[config.mk]
export PLATFORM = sky130hd
export DESIGN_NAME = pmic_error_pattern_event_detector
export DESIGN_NICKNAME = d
export VERILOG_FILES = /design/src/rtl/pepd_pkg.sv /design/src/rtl/pepd_flag_store.sv /design/src/rtl/pepd_event_emit.sv /design/src/rtl/pmic_error_pattern_event_detector.sv
export SDC_FILE = /design/constraint.sdc
export NUM_CORES = 1
export LEC_CHECK = 0
export ABC_AREA = 1
export BUFFER_PORTS_ARGS = -buffer_cell sky130_fd_sc_hd__buf_2
export CAP_MARGIN = 10
export CORE_AREA = 2 2 146 148
export DETAILED_ROUTE_END_ITERATION = 8
export DIE_AREA = 0 0 148 150
export PLACE_DENSITY = 0.7
export SLEW_MARGIN = 20
export SYNTH_ARGS = -nofsm -noshare
export SYNTH_HDL_FRONTEND = slang
export SYNTH_HIERARCHICAL = 1
export SYNTH_SLANG_ARGS = --single-unit
[constraint.sdc]
create_clock -name clk -period 7.55 [get_ports clk]
set_clock_uncertainty 0.15 [all_clocks]
set_input_delay 1.1325 -clock clk [delete_from_list [all_inputs] [get_ports clk]]
set_output_delay 1.1325 -clock clk [all_outputs]
set_load 0.01 [all_outputs]
[src/rtl/pepd_pkg.sv]
// ---------------------------------------------------------------------------
// pepd_pkg
// Shared types, codes and the error pattern table of the error pattern
// event detector.
// ---------------------------------------------------------------------------
package pepd_pkg;

    localparam int ERROR_COUNT = 17;
    localparam int ERR_W       = 5;
    localparam int MOD_W       = 3;
    localparam int REGS_W      = 48;

    // item kinds
    localparam logic OP_COMPARE = 1'b0;
    localparam logic OP_MARK    = 1'b1;

    // result status codes
    localparam logic [1:0] ST_OK        = 2'd0;
    localparam logic [1:0] ST_BAD_MODULE = 2'd1;
    localparam logic [1:0] ST_BAD_ERROR  = 2'd2;

    typedef logic [ERROR_COUNT-1:0] flags_t;

    // error masks, bytes from low to high: R05, R06, R08, R09, R0A, R0B
    localparam logic [REGS_W-1:0] ERR_MASK [ERROR_COUNT] = '{
        48'h00_00_00_00_08_42,
        48'h00_00_00_00_04_22,
        48'h00_00_00_00_02_12,
        48'h00_00_00_00_01_0A,
        48'h00_00_00_00_00_04,
        48'h00_02_00_02_00_00,
        48'h00_00_00_00_80_42,
        48'h00_00_00_00_40_22,
        48'h00_00_00_00_20_12,
        48'h00_00_00_00_10_0A,
        48'h00_00_00_80_00_00,
        48'h00_02_10_00_00_00,
        48'h00_02_80_00_00_00,
        48'h00_02_20_00_00_00,
        48'h00_02_0F_00_00_00,
        48'hF0_02_00_00_00_00,
        48'h00_00_00_40_00_00
    };

    // one work unit handed from the update stage to the result emitter
    typedef struct packed {
        logic [MOD_W-1:0] module_index;
        logic [1:0]       status;
        flags_t           flags;
        flags_t           pending;
    } job_t;

    // one result word
    typedef struct packed {
        logic             event_valid;
        logic [MOD_W-1:0] event_module;
        logic [ERR_W-1:0] event_error;
        logic [1:0]       status;
        flags_t           active_errors;
        logic             last;
    } result_t;

    // set bit e when every mask bit of error e is present in the sample
    function automatic flags_t err_match(input logic [REGS_W-1:0] regs);
        flags_t hit;
        hit = '0;
        for (int e = 0; e < ERROR_COUNT; e++)
        begin
            hit[e] = ((regs & ERR_MASK[e]) == ERR_MASK[e]);
        end
        return hit;
    endfunction

    // index of a one-hot flag vector
    function automatic logic [ERR_W-1:0] onehot_index(input flags_t oh);
        logic [ERR_W-1:0] idx;
        idx = '0;
        for (int e = 0; e < ERROR_COUNT; e++)
        begin
            if (oh[e])
            begin
                idx = idx | ERR_W'(e);
            end
        end
        return idx;
    endfunction

endpackage

[src/rtl/pepd_flag_store.sv]
// ---------------------------------------------------------------------------
// pepd_flag_store
// Reported flag memory, one row per module, with a registered read,
// per-row valid bits for reset and write-to-read forwarding.
// ---------------------------------------------------------------------------
module pepd_flag_store
    import pepd_pkg::*;
#(
    parameter int DEPTH  = 4,
    parameter int ADDR_W = 2
)
(
    input  logic              clk,
    input  logic              rst_n,
    input  logic              re,
    input  logic [ADDR_W-1:0] raddr,
    output flags_t            rdata,
    input  logic              we,
    input  logic [ADDR_W-1:0] waddr,
    input  flags_t            wdata
);

    flags_t     mem [DEPTH];
    flags_t     mem_rd_reg;
    logic [DEPTH-1:0] row_valid_reg;
    logic       rd_valid_reg;
    logic       fwd_reg;
    flags_t     fwd_data_reg;

    always_ff @(posedge clk)
    begin
        if (we)
        begin
            mem[waddr] <= wdata;
        end
        if (re)
        begin
            mem_rd_reg   <= mem[raddr];
            fwd_data_reg <= wdata;
        end
    end

    always_ff @(posedge clk or negedge rst_n)
    begin
        if (!rst_n)
        begin
            row_valid_reg <= '0;
            rd_valid_reg  <= 1'b0;
            fwd_reg       <= 1'b0;
        end
        else
        begin
            if (we)
            begin
                row_valid_reg[waddr] <= 1'b1;
            end
            if (re)
            begin
                rd_valid_reg <= row_valid_reg[raddr];
                fwd_reg      <= we && (waddr == raddr);
            end
        end
    end

    // rows never written read as zero
    assign rdata = fwd_reg      ? fwd_data_reg :
                   rd_valid_reg ? mem_rd_reg   : '0;

endmodule

[src/rtl/pepd_event_emit.sv]
// ---------------------------------------------------------------------------
// pepd_event_emit
// Hold one job and emit its result words, one new event per word in
// ascending error order or one word without an event, through a registered output.
// ---------------------------------------------------------------------------
module pepd_event_emit
    import pepd_pkg::*;
(
    input  logic    clk,
    input  logic    rst_n,
    input  logic    job_valid,
    output logic    job_ready,
    input  job_t    job,
    output logic    out_valid,
    input  logic    out_ready,
    output result_t out_word
);

    logic    job_valid_reg;
    job_t    job_reg;
    logic    out_valid_reg;
    result_t out_reg;

    logic    out_free;
    logic    emit;
    logic    done;
    flags_t  pick;
    flags_t  rest;
    result_t word_next;

    always_comb
    begin
        pick     = job_reg.pending & (~job_reg.pending + flags_t'(1));
        rest     = job_reg.pending & ~pick;
        out_free = !out_valid_reg || out_ready;
        emit     = job_valid_reg && out_free;
        done     = emit && (rest == '0);
        job_ready = !job_valid_reg || done;

        word_next.event_valid   = (job_reg.pending != '0);
        word_next.event_module  = job_reg.module_index;
        word_next.event_error   = onehot_index(pick);
        word_next.status        = job_reg.status;
        word_next.active_errors = job_reg.flags;
        word_next.last          = (rest == '0);
    end

    always_ff @(posedge clk or negedge rst_n)
    begin
        if (!rst_n)
        begin
            job_valid_reg <= 1'b0;
            out_valid_reg <= 1'b0;
        end
        else
        begin
            if (job_valid && job_ready)
            begin
                job_valid_reg <= 1'b1;
            end
            else if (done)
            begin
                job_valid_reg <= 1'b0;
            end
            if (emit)
            begin
                out_valid_reg <= 1'b1;
            end
            else if (out_ready)
            begin
                out_valid_reg <= 1'b0;
            end
        end
    end

    always_ff @(posedge clk)
    begin
        if (job_valid && job_ready)
        begin
            job_reg <= job;
        end
        else if (emit)
        begin
            job_reg.pending <= rest;
        end
        if (emit)
        begin
            out_reg <= word_next;
        end
    end

    assign out_valid = out_valid_reg;
    assign out_word  = out_reg;

endmodule

[src/rtl/pmic_error_pattern_event_detector.sv]
// ---------------------------------------------------------------------------
// pmic_error_pattern_event_detector
// Compare power-controller error register samples against 17 error patterns
// and report each newly detected error once per module.
// ---------------------------------------------------------------------------
// Each input word either compares a sample of six error register bytes of one
// memory module against the 17 fixed patterns, or marks one error of a module
// as already reported. The reported flags live in a small memory, one 17-bit
// row per module, cleared by reset through per-row valid bits. An accepted
// word issues its registered row read on acceptance, the update stage computes
// the new row and writes it back while the next word's read is issued; a read
// of the row being written takes the written value. A compare word yields one
// result word per newly matched error (ascending error number, tlast on the
// final one) or a single word without event. Marks and invalid module or
// error numbers give one word. The first result passes the update stage,
// the emitter's job register and its output register. A word with one result
// sustains one word per cycle while the output is not stalled; a compare
// word with n new events gives n words, sent by the emitter one per cycle.
// ---------------------------------------------------------------------------
module pmic_error_pattern_event_detector
    import pepd_pkg::*;
#(
    parameter int MODULE_COUNT = 4
)
(
    input  logic        clk,
    input  logic        rst_n,
    // s_axis_tdata: module_index[2:0], reg_r05[10:3], reg_r06[18:11],
    //               reg_r08[26:19], reg_r09[34:27], reg_r0a[42:35],
    //               reg_r0b[50:43], error_number[55:51]
    input  logic        s_axis_tvalid,
    output logic        s_axis_tready,
    input  logic [55:0] s_axis_tdata,
    // s_axis_tuser: op[0]
    input  logic [0:0]  s_axis_tuser,
    // m_axis_tdata: event_valid[0], event_module[3:1], event_error[8:4],
    //               status[10:9], active_errors[27:11], zero[31:28]
    output logic        m_axis_tvalid,
    input  logic        m_axis_tready,
    output logic [31:0] m_axis_tdata,
    output logic        m_axis_tlast
);

    localparam int ADDR_W = (MODULE_COUNT > 1) ? $clog2(MODULE_COUNT) : 1;

    // update stage: the accepted word, waiting for its flag row
    logic              s1_valid_reg;
    logic              s1_op_reg;
    logic [MOD_W-1:0]  s1_mod_reg;
    logic [REGS_W-1:0] s1_regs_reg;
    logic [ERR_W-1:0]  s1_errn_reg;

    logic    s_accept;
    logic    s1_go;
    logic    job_ready;
    flags_t  cur_flags;
    flags_t  hit;
    flags_t  mark_bit;
    flags_t  new_flags;
    logic    mod_ok;
    logic    err_ok;
    logic    we;
    job_t    job;
    result_t out_word;

    assign s_accept      = s_axis_tvalid && s_axis_tready;
    assign s1_go         = s1_valid_reg && job_ready;
    assign s_axis_tready = !s1_valid_reg || job_ready;

    always_ff @(posedge clk or negedge rst_n)
    begin
        if (!rst_n)
        begin
            s1_valid_reg <= 1'b0;
        end
        else if (s_accept)
        begin
            s1_valid_reg <= 1'b1;
        end
        else if (s1_go)
        begin
            s1_valid_reg <= 1'b0;
        end
    end

    always_ff @(posedge clk)
    begin
        if (s_accept)
        begin
            s1_op_reg   <= s_axis_tuser[0];
            s1_mod_reg  <= s_axis_tdata[2:0];
            s1_regs_reg <= s_axis_tdata[50:3];
            s1_errn_reg <= s_axis_tdata[55:51];
        end
    end

    pepd_flag_store #(
        .DEPTH  (MODULE_COUNT),
        .ADDR_W (ADDR_W)
    ) u_flag_store (
        .clk   (clk),
        .rst_n (rst_n),
        .re    (s_accept),
        .raddr (s_axis_tdata[ADDR_W-1:0]),
        .rdata (cur_flags),
        .we    (we),
        .waddr (s1_mod_reg[ADDR_W-1:0]),
        .wdata (new_flags)
    );

    // compute the new row and the job for the emitter
    always_comb
    begin
        mod_ok   = ({1'b0, s1_mod_reg} < 4'(MODULE_COUNT));
        err_ok   = (s1_errn_reg < ERR_W'(ERROR_COUNT));
        hit      = err_match(s1_regs_reg);
        mark_bit = flags_t'(1) << s1_errn_reg;

        job.module_index = s1_mod_reg;
        job.pending      = '0;
        new_flags        = cur_flags;

        if (!mod_ok)
        begin
            job.status = ST_BAD_MODULE;
            job.flags  = '0;
        end
        else if (s1_op_reg == OP_MARK)
        begin
            if (err_ok)
            begin
                new_flags  = cur_flags | mark_bit;
                job.status = ST_OK;
            end
            else
            begin
                job.status = ST_BAD_ERROR;
            end
            job.flags = new_flags;
        end
        else
        begin
            // matched errors stay reported, the rest clear
            new_flags   = hit;
            job.status  = ST_OK;
            job.flags   = hit;
            job.pending = hit & ~cur_flags;
        end

        we = s1_go && mod_ok && ((s1_op_reg == OP_COMPARE) || err_ok);
    end

    pepd_event_emit u_event_emit (
        .clk       (clk),
        .rst_n     (rst_n),
        .job_valid (s1_valid_reg),
        .job_ready (job_ready),
        .job       (job),
        .out_valid (m_axis_tvalid),
        .out_ready (m_axis_tready),
        .out_word  (out_word)
    );

    assign m_axis_tdata = {4'b0000, out_word.active_errors, out_word.status,
                           out_word.event_error, out_word.event_module,
                           out_word.event_valid};
    assign m_axis_tlast = out_word.last;

endmodule

==> results.cfg, run 1 <==
[clocking]
ctsLongestPathBuffers = 3
cts.root.buffer_cell = clkbuf_16
hold_buffers = 0
cts.sink_count = 217
clk_pin_slew_ns = 0.06
cts_resized = 0
insertion_delay_ns = 0.49
h-tree-depth = 1
cts_made_buffers = 21
post-cts-setup-buffer-count = 0
cts_tree = built

[final_layout]
n_antenna_cell = 0
final_common_cell = edfxtp_1
nets = 921
area_growth_pct = 13.67
drive_gt1_share_pct = 15.56
final_cell_mix = edfxtp_1, nand2_1, nor2_1
largest_reg_flops = 68

[critical_path]
cp_max_fo = 20
path_class = flip-flop to flip-flop
crit_path_end_kind = flip-flop
critPathRequiredTime_ns = 7.51
endpoint = u_flag_store/mem[3][15]
worstRegToRegCells = 13
arrival_ns = 3.85
reg2reg_slack_ns = 3.66
r2r_end = u_flag_store/mem[3][15]
timing.rr.start = u_event_emit/job_reg[1]
worstSetupStartpoint = u_event_emit/job_reg[1]
startpoint_type = flip-flop

[job]
max-cap-violations = 0

[placed_design]
io_buffers = 72
gp_congestion = 0.9287
hpwl_um = 12880

[pwr]
peakVddDrop_uv = 95.03
swShare_pct = 20.17
power_density_mw_per_mm2 = 239.5
clkPwrFrac_pct = 41.8
total_power_mw = 2.476
power_frac_comb_pct = 4.1
p_int_mw = 1.977
switching_power_mw = 0.4994
p_seq_share_pct = 54.1
leakage_nw = 4.086

[synth]
netlist_area_mm2 = 0.009096
synth-seq-area-share_pct = 71.14
yosysWarnings = 6
synth_seq_cells = 217
synth_cell_types = 33
syn_inst = 786
syn_avg_cell_area_um2 = 11.57

[routing]
route.detailed.drc = 0
ant_nets = 0
firstDrtPassIters = 5
drt-total-wl_um = 18550
drt-initial-drc-count = 372
via_count = 5808
viasPerCell = 5.055
wl_per_cell_um = 16.14

[sta]
min_period_ns = 3.892
relSlewSlack_pct = 31.70
setup_violations = 0
whs_ns = 0.2691
finalCritPeriodShare_pct = 51.55
worst_pin_slew_ns = 1.023
final_hold_viol_count = 0
fmax_mhz = 256.9
rsz0062_at_grt = false
tns_ns = 0
slew_violations = 0

[global_route]
grt_pass1_vias = 5699
grt_start_max_net_pins = 73
gr-usage-all-layers_pct = 17.05
grt_overflow_total = 0
antenna_found_initial = 0
grt_pass1_wl_um = 29560

[floorplanning]
die_w_um = 148
die-area_mm2 = 0.02220
num_io_pins = 96
core_mm2 = 0.02069
num_rows = 53
start_util_pct = 43.96
dieHeight_um = 150

[run_status]
run_status = completed

[min_path]
hold_class = flip-flop to flip-flop
## per-stage QoR
stage / setup WS [ns] / instance area (µm²) / cells / util, %
finish: 3.658 / 10340 / 1149 / 49.98
global route: 3.396 / 10340 / 1149 / 49.98
CTS: 3.687 / 10340 / 1149 / 49.98
detailed placement: 3.640 / 9656 / 1112 / 46.67
global placement: 3.725 / 9656 / 1112 / 46.67
floorplan: 1.481 / 9107 / 789 / -
## layout make-up
type                    instances  area (µm²)
inverters                      61       236.5
clock buffers                  23       533.0
flip-flops and latches        217        6471
well taps                     275       344.1
multi-input cells             483        2213
clock inverters                14       151.4
fillers                      1788       10350
repair buffers                 76       390.4
## worst min-delay path by stage
| stage | from | endpoint | slack (ns) | cells past startpoint |
|---|---|---|---|---|
| finish | u_event_emit/job_reg[31] | u_event_emit/out_word[15] | 0.27 | 0 |
| global route | u_event_emit/job_reg[34] | u_event_emit/out_word[18] | 0.29 | 0 |
| CTS | u_event_emit/job_reg[31] | u_event_emit/out_word[15] | 0.27 | 0 |
| detailed placement | u_event_emit/job_reg[31] | u_event_emit/out_word[15] | 0.26 | 0 |
| global placement | u_event_emit/job_reg[24] | u_event_emit/out_word[8] | 0.25 | 0 |
| floorplan | u_event_emit/job_reg[26] | u_event_emit/out_word[10] | 0.25 | 0 |
## cells in the mapped netlist, drive strengths merged
| master | number | area [µm²] |
|---|---|---|
| edfxtp | 208 | 6246 |
| nand2 | 193 | 747.0 |
| nor2 | 104 | 442.9 |
| nand3 | 83 | 415.4 |
| inv | 61 | 236.5 |
| o21ai | 46 | 234.0 |
| buf | 25 | 197.7 |
| o22ai | 17 | 106.4 |
| nand4 | 15 | 93.84 |
| dfrtp | 9 | 225.2 |
| o21bai | 6 | 45.04 |
| a21oi | 5 | 25.02 |
| clkbuf | 3 | 12.51 |
| nor3 | 3 | 15.01 |
| nor4 | 2 | 12.51 |
| a211oi | 1 | 7.510 |
| a21boi | 1 | 7.510 |
| conb | 1 | 3.750 |
| nand3b | 1 | 7.510 |
| o2111ai | 1 | 8.760 |
| or2 | 1 | 6.260 |
## layer usage
metal	wire, µm	GRT usage [%]
met2	9384	30.02
met3	968	3.171
met4	472	5.714
met5	0	0
met1	7721	21.25
## cell families after synthesis
kind of cell    count (synthesis)  share of synthesized area (%)
compound gates                 77                          4.773
buf+inv                        89                          4.910
flops                         217                          71.14
other cells                     1                        0.04123
simple gates                  402                          19.13
## power groups by stage
stage	registers (mW)	logic (mW)	clock network, mW
after floorplan	1.36	0.0714	0
after global placement	1.36	0.0978	0
after detailed placement	1.37	0.100	0
after CTS	1.34	0.101	1.05
after global routing	1.34	0.115	1.10
final	1.34	0.101	1.04
## critical path: stages (launching register included)
cell and delay (ns):
edfxtp_1 0.45, nor2_4 0.20, nand2_2 0.12, nor2_4 0.20, nand2_1 0.07, nand2_1 0.08
nand2_1 0.07, nor2_1 0.16, nand4_1 0.17, nand2_4 0.23, nand3_1 0.11, a21oi_1 0.44
nand2_1 0.23, nor2_2 0.82
Note: power is estimated with default switching activity, not from simulation.
==> run 2: changes to the inputs <==
==> constraint.sdc (replaced) <==
create_clock -name clk -period 3.9 [get_ports clk]
set_clock_uncertainty 0.15 [all_clocks]
set_input_delay 0.585 -clock clk [delete_from_list [all_inputs] [get_ports clk]]
set_output_delay 0.585 -clock clk [all_outputs]
set_load 0.01 [all_outputs]
==> run 2 against run 1 <==
Compared with the run above: combinational power up 93%; utilization up 0.37 points; global-route usage fell by 0.23 points; worst hold slack worse by 0.16 ns; die area stayed put; flip-flop and latch count stayed put; clock-buffer cell count is 4 higher; worst setup slack worse by 3.1 ns; via count is 0.86% higher; largest power group unchanged; highest routed layer unchanged.
==> results.cfg, run 2 (synthesized netlist as in run 1, its figures left out) <==
[clocking]
post-cts-setup-buffer-count = 0
clk_pin_slew_ns = 0.07
cts_tree = built
cts_made_buffers = 22
cts_resized = 0
h-tree-depth = 1
insertion_delay_ns = 0.51
cts.sink_count = 217
ctsLongestPathBuffers = 3
hold_buffers = 1
cts.root.buffer_cell = clkbuf_16

[floorplanning]
dieHeight_um = 150
start_util_pct = 43.96
num_io_pins = 96
die_w_um = 148
die-area_mm2 = 0.02220
num_rows = 53
core_mm2 = 0.02069

[sta]
worst_pin_slew_ns = 0.9895
fmax_mhz = 301.5
min_period_ns = 3.317
slew_violations = 0
finalCritPeriodShare_pct = 85.04
relSlewSlack_pct = 34.04
rsz0062_at_grt = false
final_hold_viol_count = 0
setup_violations = 0
tns_ns = 0

[final_layout]
fillers = 1828
nets = 932
largest_reg_flops = 68
n_antenna_cell = 0
area_growth_pct = 14.51
multi_input_area_mm2 = 0.002203
drive_gt1_share_pct = 16.01
final_common_cell = edfxtp_1
stdcell_area_mm2 = 0.01042
final_cell_mix = edfxtp_1, nand2_1, nor2_1
ff_latch_area_mm2 = 0.006471
final_util_pct = 50.34

[routing]
wl_met1_um = 7698
drt-total-wl_um = 18420
via_count = 5858
wl_met3_um = 972
top_layer_used = met4
ant_nets = 0
wl_per_cell_um = 15.85
viasPerCell = 5.041
drt-initial-drc-count = 449
route.detailed.drc = 0
firstDrtPassIters = 5
wl_met2_um = 9169

[critical_path]
cpPeakStageDelay_ns = 0.48
critPathRequiredTime_ns = 3.16
worstSetupStartpoint = u_event_emit/job_reg[5]
cp_max_fo = 20
reg2reg_slack_ns = 0.68
slowest_stage = edfxtp_1
crit_buf_inv = 2
endpoint = s_axis_tready
crit_chain = nor2_4 > nand2_1 > nor2_4 > nor2_1 > nor2_1 > nand2_1 > nor2_1 > nand4_1 > nand2_4 > inv_1 > nand2_1 > buf_2
startpoint_type = flip-flop
cpLargestDelayFamily = simple AND/OR/NAND/NOR gates
arrival_ns = 2.58
r2r_end = u_flag_store/mem[2][16]
timing.rr.start = u_event_emit/job_reg[5]
path_class = flip-flop to output port
worstRegToRegCells = 14
cp.depth = 12
crit_path_end_kind = output port

[pwr]
leakage_nw = 4.146
swShare_pct = 20.75
switching_power_mw = 0.9826
power_density_mw_per_mm2 = 454.6
p_seq_share_pct = 54.8
peakVddDrop_uv = 223.4
p_int_mw = 3.753
power_frac_comb_pct = 4.1
clkPwrFrac_pct = 41.1

[placed_design]
placed_area_mm2 = 0.009726
hpwl_um = 12930
gp_congestion = 0.9375
io_buffers = 72

[min_path]
hold_class = primary input to flip-flop
hold_depth = 1

[global_route]
grt_start_max_net_pins = 40
grt_pass1_vias = 5723
grt_overflow_total = 0
antenna_found_initial = 0
gr-usage-all-layers_pct = 16.82
grt_pass1_wl_um = 29280

[job]
max-cap-violations = 0

[run_status]
run_status = completed
==> run 2: worst min-delay path by stage <==
stage	startpoint	end	slack, ns
after floorplan	rst_n	s1_valid_reg	0.14
after global placement	u_event_emit/job_reg[34]	u_event_emit/out_word[18]	0.25
after detailed placement	u_event_emit/job_reg[26]	u_event_emit/out_word[10]	0.25
after CTS	s_axis_tdata[9]	s1_regs_reg[6]	0.09
after global routing	s_axis_tdata[14]	s1_regs_reg[11]	0.09
final	s_axis_tdata[9]	s1_regs_reg[6]	0.11
==> run 2: routing by layer <==
metal,global-route usage (%),up-vias
li1,-,2900
met2,29.21,178
met4,6.429,0
met5,0,-
met1,21.30,2740
met3,2.683,40
==> run 2: area by class of cell <==
type	instances	share of cell area [%]
sequential	217	62.13
multi-input combinational	483	21.15
clock buffer	27	5.862
timing repair buffer	86	4.613
tap	275	3.303
inverter	61	2.270
clock inverter	13	0.6727
==> run 2: power by group through the flow <==
stage	sequential (mW)	clock (mW)	combinational [mW]
4_1_cts	2.59	1.99	0.195
3_5_place_dp	2.64	0	0.193
3_3_place_gp	2.64	0	0.190
2_1_floorplan	2.64	0	0.139
5_1_grt	2.59	2.07	0.222
6_report	2.59	1.95	0.195
==> run 2: metrics by stage <==
stage / hold WS (ns) / power (mW) / std cells / setup WS, ns
final: 0.1064 / 4.735 / 1162 / 0.5833
after floorplan: 0.1394 / 2.777 / 789 / 0.4213
after global placement: 0.2521 / 2.832 / 1121 / 0.7704
after detailed placement: 0.2545 / 2.835 / 1121 / 0.7427
after CTS: 0.09167 / 4.779 / 1162 / 0.5940
after global routing: 0.09384 / 4.885 / 1162 / 0.3586
